===== src/hw/rtl/epq_pkg.sv =====
// Shared types and constants for the expiring minimum priority queue.
// Used by epq_cmp and expiring_min_priority_queue; no dependencies.
package epq_pkg;

  localparam int unsigned DEPTH_DEF = 1024;

  localparam int unsigned PRICE_W = 30;
  localparam int unsigned DUR_W   = 20;
  localparam int unsigned EXP_W   = 32;

  localparam logic [PRICE_W-1:0] MAX_PRICE = 30'd1000000000;
  localparam logic [PRICE_W-1:0] NO_OFFER  = 30'd1000000001;

  typedef struct packed {
    logic [PRICE_W-1:0] offer_price;
    logic [DUR_W-1:0]   offer_duration;
  } in_t;

  typedef struct packed {
    logic [PRICE_W-1:0] min_active_price;
    logic               overflow;
  } out_t;

  // One stored heap entry.
  typedef struct packed {
    logic [PRICE_W-1:0] price;
    logic [EXP_W-1:0]   expiry;
  } entry_t;

  // Request to the shared price comparator: pick the lowest of base and
  // the enabled candidates, moving off base only on a strictly lower price.
  typedef struct packed {
    entry_t base;
    entry_t cand_a;
    logic   cand_a_en;
    entry_t cand_b;
    logic   cand_b_en;
  } cmp_req_t;

  typedef struct packed {
    logic pick_a;
    logic pick_b;
  } cmp_res_t;

endpackage


===== src/hw/rtl/epq_cmp.sv =====
// Shared price comparator for the heap sequencer: selects the lowest price
// of a base entry and up to two candidates. Depends on epq_pkg.
module epq_cmp (
  input  epq_pkg::cmp_req_t req,
  output epq_pkg::cmp_res_t res
);

  logic                        a_lt;
  logic [epq_pkg::PRICE_W-1:0] low_price;
  logic                        b_lt;

  // Left candidate wins a tie against the right one.
  always_comb begin
    a_lt      = req.cand_a_en && (req.cand_a.price < req.base.price);
    low_price = a_lt ? req.cand_a.price : req.base.price;
    b_lt      = req.cand_b_en && (req.cand_b.price < low_price);
    res.pick_b = b_lt;
    res.pick_a = a_lt && !b_lt;
  end

endmodule


===== config.mk =====
export PLATFORM = sky130hd
export DESIGN_NAME = epq_cmp
export DESIGN_NICKNAME = d
export VERILOG_FILES = /design/src/hw/rtl/epq_pkg.sv /design/src/hw/rtl/epq_cmp.sv
export SDC_FILE = /design/constraint.sdc
export NUM_CORES = 1
export LEC_CHECK = 0
export BUFFER_PORTS_ARGS = -buffer_cell sky130_fd_sc_hd__buf_2
export CAP_MARGIN = 30
export CORE_AREA = 2 2 73 75
export DETAILED_ROUTE_END_ITERATION = 6
export DIE_AREA = 0 0 75 77
export PLACE_DENSITY_LB_ADDON = 0.08
export SLEW_MARGIN = 5
export SYNTH_ARGS = -nofsm -noshare
export SYNTH_HDL_FRONTEND = slang
export SYNTH_SLANG_ARGS = --single-unit

===== constraint.sdc =====
create_clock -name vclk -period 9.48
set_input_delay 0.474 -clock vclk [all_inputs]
set_output_delay 0.474 -clock vclk [all_outputs]
set_load 0.05 [all_outputs]

# Word level (Yosys, flattened, before mapping)
# Index checks and enable logic that the tools add are counted.
[word_totals] output_inout_bits=2 reg_bits=0 elab_cells=7 in_bits=188
[op_classes] muxes=1 n_reduce_logical=4 n_lt_le_gt_ge=2
[op_table] cell="$lt A30 B30 Y1" count=2
[op_table] cell="$mux W30" count=1
[op_table] cell="$logic_and A1 B1 Y1" count=3
[op_table] cell="$logic_not A1 Y1" count=1

# Longest topological paths before layout
# Gate-level depths: netlist of run 1.
[logic_depth] word_depth=7 mapped_depth=19 ltp_nobuf=17

# Least setup slack after synthesis of run 1
# Ideal clock, no wire load.
[synth_timing] kind="input-to-output" startpoint="input port req[169] in the netlist's numbering" endpoint="output port res[1] in the netlist's numbering" stages=18 arrival_time_ns=3.951 required_time_ns=9.006 slack_ns=5.055 path_buffers=2 cell_sequence="inv_1 > ha_1 > nand4_1 > o21ai_1 > a311o_1 > a41o_1 > a211oi_2 > buf_2 > buf_2 > a21oi_1 > ha_1 > and4_1 > and4_1 > o211ai_1 > nand4_1 > nand4b_1 > o22a_1 > o311a_1"
[synth_rtl] item="start, declared" line_no="epq_cmp.sv:4" rtl="input epq_pkg::cmp_req_t req,"
[synth_rtl] item="end, declared" line_no="epq_cmp.sv:5" rtl="output epq_pkg::cmp_res_t res"

==> run summary, run 1 <==
Sequential area share after synthesis: 0
Area grow syn2layout: 31.9%
Drt pass-1 iters: 4
Final setup fails: 0
Num ports: 190
DP HPWL: 3970 um
Post-Syn Nets: 493
Seq_cells: 0
PwrDens: 52.4 nW/um^2
Worst-margin pin slew: 0.656 ns
Clock buffer count: 0
Setup CP Type: in -> out
# DRC: 0
Hold Buf Count CTS: 0
Setup repair bufs after CTS: 0
Worst EP required: 9.01 ns
Crit start category: input port
Unique masters post-synth: 33
Final period util: 0.565
GPL Wtd Cong: 0.788
GRT Total Usage: 0.148
HP Class: in -> out
Min Tclk post-route: 5.36 ns
# rows: 26
Post-DP Area: 2230 um^2
Initial Util: 0.340
Max-slew headroom: 0.561
Share of post-route cells with drive strength above 1: 0.287
Fin. max-slew vios: 0
Post_cts resized: 0
Initial antenna violation count: 0
Worst setup EP type: output port
Routed wire length: 4370 um
RSZ-0062 raised after global routing: false
Initial drt markers: 49
Peak supply drop: 34.9 uV
Mean Syn Cell Area: 6.85 um^2
Final WS setup: 4.12 ns
Die height: 77 um
CP max FO: 44
Via count: 1946
Drt via density: 4.80
Status: finished, final reports clean
Nets: 583
Final design utilization: 0.448
Largest net degree at the start of global routing: 45
Sum Neg Setup Slack: 0 ns
Gate Count Post-Synth: 247
Final hold vios: 0
Setup WS pre-CTS: 4.08 ns
Chip Width: 75 um
Leakage power: 1.25 nW
Core area: 4980 um^2
Max Freq: 187 MHz
Global route total overflow: 0
# port buffers: 94
Vias in the first global route: 1839
First-pass GRT wire length: 7300 um
DR WL/cell: 10.8 um
Register area: 0 um^2
YS warnings: 0
Max cap viols: 0
Fin Hold WS: 1.31 ns
Fin area: 2230 um^2
Worst EP arrival: 4.88 ns
Ant diodes: 0
Routed Antenna Nets: 0
Post-Syn Area: 1690 um^2
Die area: 5780 um^2
[cell usage in the layout (no fill, tap or decap), types with 2 or more instances in the layout]
| cell | n |
|---|---|
| buf_2 | 94 |
| ha_1 | 58 |
| a21oi_1 | 47 |
| nor2_1 | 37 |
| inv_1 | 29 |
| nand4_1 | 10 |
| nand2_1 | 8 |
| o21ai_0 | 7 |
| nand3_1 | 6 |
| nand2b_1 | 4 |
| o211ai_1 | 4 |
| a21o_1 | 3 |
| and4_1 | 3 |
| a211oi_1 | 3 |
| o21a_1 | 3 |
| nor3_1 | 2 |
| o31ai_1 | 2 |
[per-stage QoR]
stage               std cells  total power, W
finish                    405        0.000117
global route              405        0.000137
CTS                       405        0.000119
detailed placement        405        0.000118
global placement          405        0.000118
floorplan                 247       0.0000787
[worst paths after layout]
| path | startpoint | end | slack (ns) | cells past startpoint |
|---|---|---|---|---|
| worst max-delay path | req[107] | res[0] | 4.12 | 19 |
| worst min-delay path | req[33] | res[0] | 1.31 | 3 |
[worst max-delay path: stages]
cell	delay [ns]
buf_2	0.11
ha_1	0.30
nand4_1	0.15
o21ai_1	0.09
a311o_1	0.32
a41o_1	0.24
a211oi_4	0.59
buf_4	0.50
nor2_1	0.07
a21oi_1	0.15
ha_1	0.25
and4_1	0.23
and4_1	0.21
o211ai_1	0.11
nand4_1	0.16
nand4b_1	0.27
o22a_1	0.27
o31ai_1	0.07
buf_2	0.30
[where the power goes]
part / internal, W / switching [W] / leakage, nW
Clock: 0 / 0 / 0
Combinational: 0.0000539 / 0.0000630 / 1.25
Sequential: 0 / 0 / 0
Total: 0.0000539 / 0.0000630 / 1.25
[cells by family after synthesis]
group,synth area share
mux,0.00591
compound gates,0.274
buf+inv,0.0843
simple gates,0.207
fa+ha+maj,0.429
[area by class of cell]
class,instances,area [um^2]
fillers,561,2750
inverters,29,109
multi-input cells,211,1560
well taps,70,87.6
repair buffers,95,478
[cell usage after synthesis]
master	n	area share
ha_1	58	0.43
a21oi_1	47	0.14
nor2_1	37	0.082
inv_1	29	0.064
nand4_1	10	0.037
nand2_1	8	0.018
o21ai_0	7	0.021
nand3_1	6	0.018
nand2b_1	4	0.015
o211ai_1	4	0.018
a211oi_1	3	0.013
a21o_1	3	0.013
and4_1	3	0.016
buf_2	3	0.0089
clkbuf_1	3	0.0067
o21a_1	3	0.013
nor3_1	2	0.0059
o31ai_1	2	0.0089
a211oi_2	1	0.0074
a221oi_1	1	0.0052
a311o_1	1	0.0059
a41o_1	1	0.0059
and3_1	1	0.0037
buf_4	1	0.0044
mux2i_1	1	0.0059
nand4b_1	1	0.0052
nor2b_1	1	0.0037
o21ai_1	1	0.0030
o21bai_1	1	0.0044
o221ai_1	1	0.0052
o22a_1	1	0.0052
o311a_1	1	0.0059
or3_1	1	0.0037
[per-layer routing]
layer / wire length (um) / up-vias / track usage
li1: - / 1084 / -
met1: 2290 / 805 / 0.223
met2: 1810 / 57 / 0.244
met3: 262 / 0 / 0.00788
met4: 0 / 0 / 0
met5: 0 / - / 0
(Power assumes the default switching activity.)
==> inputs of run 2 (changes only) <==
--- a/config.mk
+++ b/config.mk
@@ -5,11 +5,13 @@
 export SDC_FILE = /design/constraint.sdc
 export NUM_CORES = 1
 export LEC_CHECK = 0
+export ABC_AREA = 1
 export BUFFER_PORTS_ARGS = -buffer_cell sky130_fd_sc_hd__buf_2
 export CAP_MARGIN = 30
-export CORE_AREA = 2 2 73 75
+export CORE_ASPECT_RATIO = 1.1
+export CORE_MARGIN = 2
+export CORE_UTILIZATION = 37
 export DETAILED_ROUTE_END_ITERATION = 6
-export DIE_AREA = 0 0 75 77
 export PLACE_DENSITY_LB_ADDON = 0.08
 export SLEW_MARGIN = 5
 export SYNTH_ARGS = -nofsm -noshare
==> constraint.sdc (replaced) <==
create_clock -name vclk -period 5.4
set_input_delay 0.27 -clock vclk [all_inputs]
set_output_delay 0.27 -clock vclk [all_outputs]
set_load 0.05 [all_outputs]
==> run 2 against run 1 <==
Compared with the run above:
- sequential share of layout area did not move
- combinational power rose by 68%
- critical path depth rose by 3
- cell count rose by 10%
- synthesized cell count rose by 23%
- core utilization rose by 4.8 points
- synthesized area rose by 7.2%
- largest cell class unchanged
- highest routed layer unchanged
==> run summary, run 2 <==
Seq_cells: 0 (unchanged)
Routed Antenna Nets: 0 (unchanged)
Most area-consuming cells after synthesis: ha_1, nand2_1, inv_1
Sum Neg Setup Slack: 0 ns (unchanged)
Worst setup EP type: output port
Num ports: 190 (unchanged)
DR WL/cell: 9.17 um (-15%)
Worst Path Buf+Inv: 3 (unchanged)
Die area: 5480 um^2 (-5.0%)
CP max stage cell: nand2_4
Peak supply drop: 47.9 uV (+37%)
Crit start category: input port
Status: finished, final reports clean
Fill count: 516 (-8.0%)
Synth top cells by count: nand2_1, ha_1, inv_1
Initial Util: 0.388 (+0.0474)
Global route total overflow: 0 (unchanged)
Most frequent cells in the layout: buf_2, nand2_1, ha_1, inv_1, o21ai_0
# port buffers: 94 (unchanged)
HP Class: in -> out
Max cap viols: 0 (unchanged)
RSZ-0062 raised after global routing: false
Gate Count Post-Synth: 303 (+23%)
PwrDens: 84.3 nW/um^2 (+61%)
First-pass GRT wire length: 7200 um (-1.4%)
Nets: 638 (+9.4%)
Leakage power: 1.46 nW (+17%)
Area grow syn2layout: 28.0%
Min Tclk post-route: 3.81 ns
Initial drt markers: 39 (-20%)
CP most frequent cell: nand2_1
Most common cell in the synthesized netlist: nand2_1
Die height: 77.5 um (+0.60%)
YS warnings: 0 (unchanged)
Routed wire length: 4090 um (-6.3%)
Area leader, netlist: ha_1
Sequential area share after synthesis: 0 (unchanged)
Post-Syn Nets: 549 (+11%)
Post_cts resized: 0 (unchanged)
Max Freq: 263 MHz
Worst EP required: 5.13 ns (-3.88 ns)
Largest net degree at the start of global routing: 61 (+36%)
Final WS setup: 1.59 ns (-2.53 ns)
Max-slew headroom: 0.637 (+0.0759)
Drt via density: 4.61 (-4.0%)
Worst EP arrival: 3.54 ns (-1.34 ns)
Mean Syn Cell Area: 5.99 um^2 (-13%)
Core area: 4680 um^2 (-5.9%)
Setup CP Type: in -> out
GRT Total Usage: 0.149 (+0.000269)
Final setup fails: 0 (unchanged)
Via count: 2058 (+5.8%)
Share of the synthesized area in the top cell type: 0.400 (-0.0290)
Fin. max-slew vios: 0 (unchanged)
# DRC: 0 (unchanged)
Vias in the first global route: 1848 (+0.49%)
Critical path cell sequence: buf_2, inv_1, ha_1, nand2_1, nor2_2, nand2_2, nor2_1, nand2_1, nand2_1, nor2_2, nand2_4, nand2_1, o21ai_1, ha_1, a21oi_1, nor2_1, a211oi_1, nor2_1, a2111oi_0, nand3_1, a21oi_1, buf_2
Final hold vios: 0 (unchanged)
GPL Wtd Cong: 0.790 (+0.28%)
Setup WS pre-CTS: 1.50 ns (-2.58 ns)
CP max FO: 60 (+36%)
Chip Width: 70.8 um (-5.6%)
Hold Buf Count CTS: 0 (unchanged)
Final design utilization: 0.496 (+0.0475)
Post-Syn Area: 1820 um^2 (+7.2%)
Ant diodes: 0 (unchanged)
Setup repair bufs after CTS: 0 (unchanged)
Register area: 0 um^2 (unchanged)
Critical path's largest stage delay: 0.40 ns (-0.19 ns)
Unique masters post-synth: 26 (-21%)
Multi-input gate area in the final layout: 1600 um^2 (+2.4%)
Final period util: 0.705
Worst-margin pin slew: 0.544 ns (-0.112 ns)
Fin Hold WS: 1.10 ns (-0.210 ns)
# rows: 26 (unchanged)
Cell family with most CP delay: simple AND/OR/NAND/NOR gates
Drt pass-1 iters: 4 (unchanged)
Leading cell type in the layout, fill and taps excluded: buf_2
Share of post-route cells with drive strength above 1: 0.282 (-0.00452)
DP HPWL: 3720 um (-6.2%)
Clock buffer count: 0 (unchanged)
Initial antenna violation count: 0 (unchanged)
run 2: worst min-delay path, stage by stage:
cell       delay, ns
buf_2           0.09
inv_1           0.05
a2111oi_0       0.06
nand3_1         0.10
a21oi_1         0.05
buf_2           0.21
run 2: metrics by stage:
stage,cells,power (W),area [um^2]
6_report,446,0.000196,2320
5_1_grt,446,0.000234,2320
4_1_cts,446,0.000200,2320
3_5_place_dp,446,0.000198,2320
3_3_place_gp,446,0.000196,2320
2_1_floorplan,303,0.000136,1820
run 2: layout make-up:
| type | instances | area share |
|---|---|---|
| tap | 56 | 0.0302 |
| multi-input combinational | 246 | 0.687 |
| inverter | 50 | 0.0808 |
| timing repair buffer | 94 | 0.202 |
run 2: path summary, 6_finish.rpt:
path	from	end	slack [ns]	depth (start not counted)
setup / recovery	req[183]	res[0]	1.59	22
hold / removal	req[0]	res[0]	1.10	6
run 2: kinds of logic after synthesis:
logic type,share of synthesized area
AOI/OAI and AO/OA,0.163
adders and majority gates,0.400
buffers and inverters,0.121
and+or+nand+nor,0.316
run 2: report_power, final:
group | switching, W | leakage [nW] | internal [W] | total [W]
registers | 0 | 0 | 0 | 0
clock network | 0 | 0 | 0 | 0
logic | 0.000110 | 1.46 | 0.0000864 | 0.000196
run 2: metal layers:
layer	vias up	share of wire	wire length [um]	track usage
met3	0	0.058	236	0.0130
met5	-	0	0	0
met4	0	0	0	0
met2	53	0.48	1950	0.285
li1	1170	-	-	-
met1	835	0.47	1910	0.189
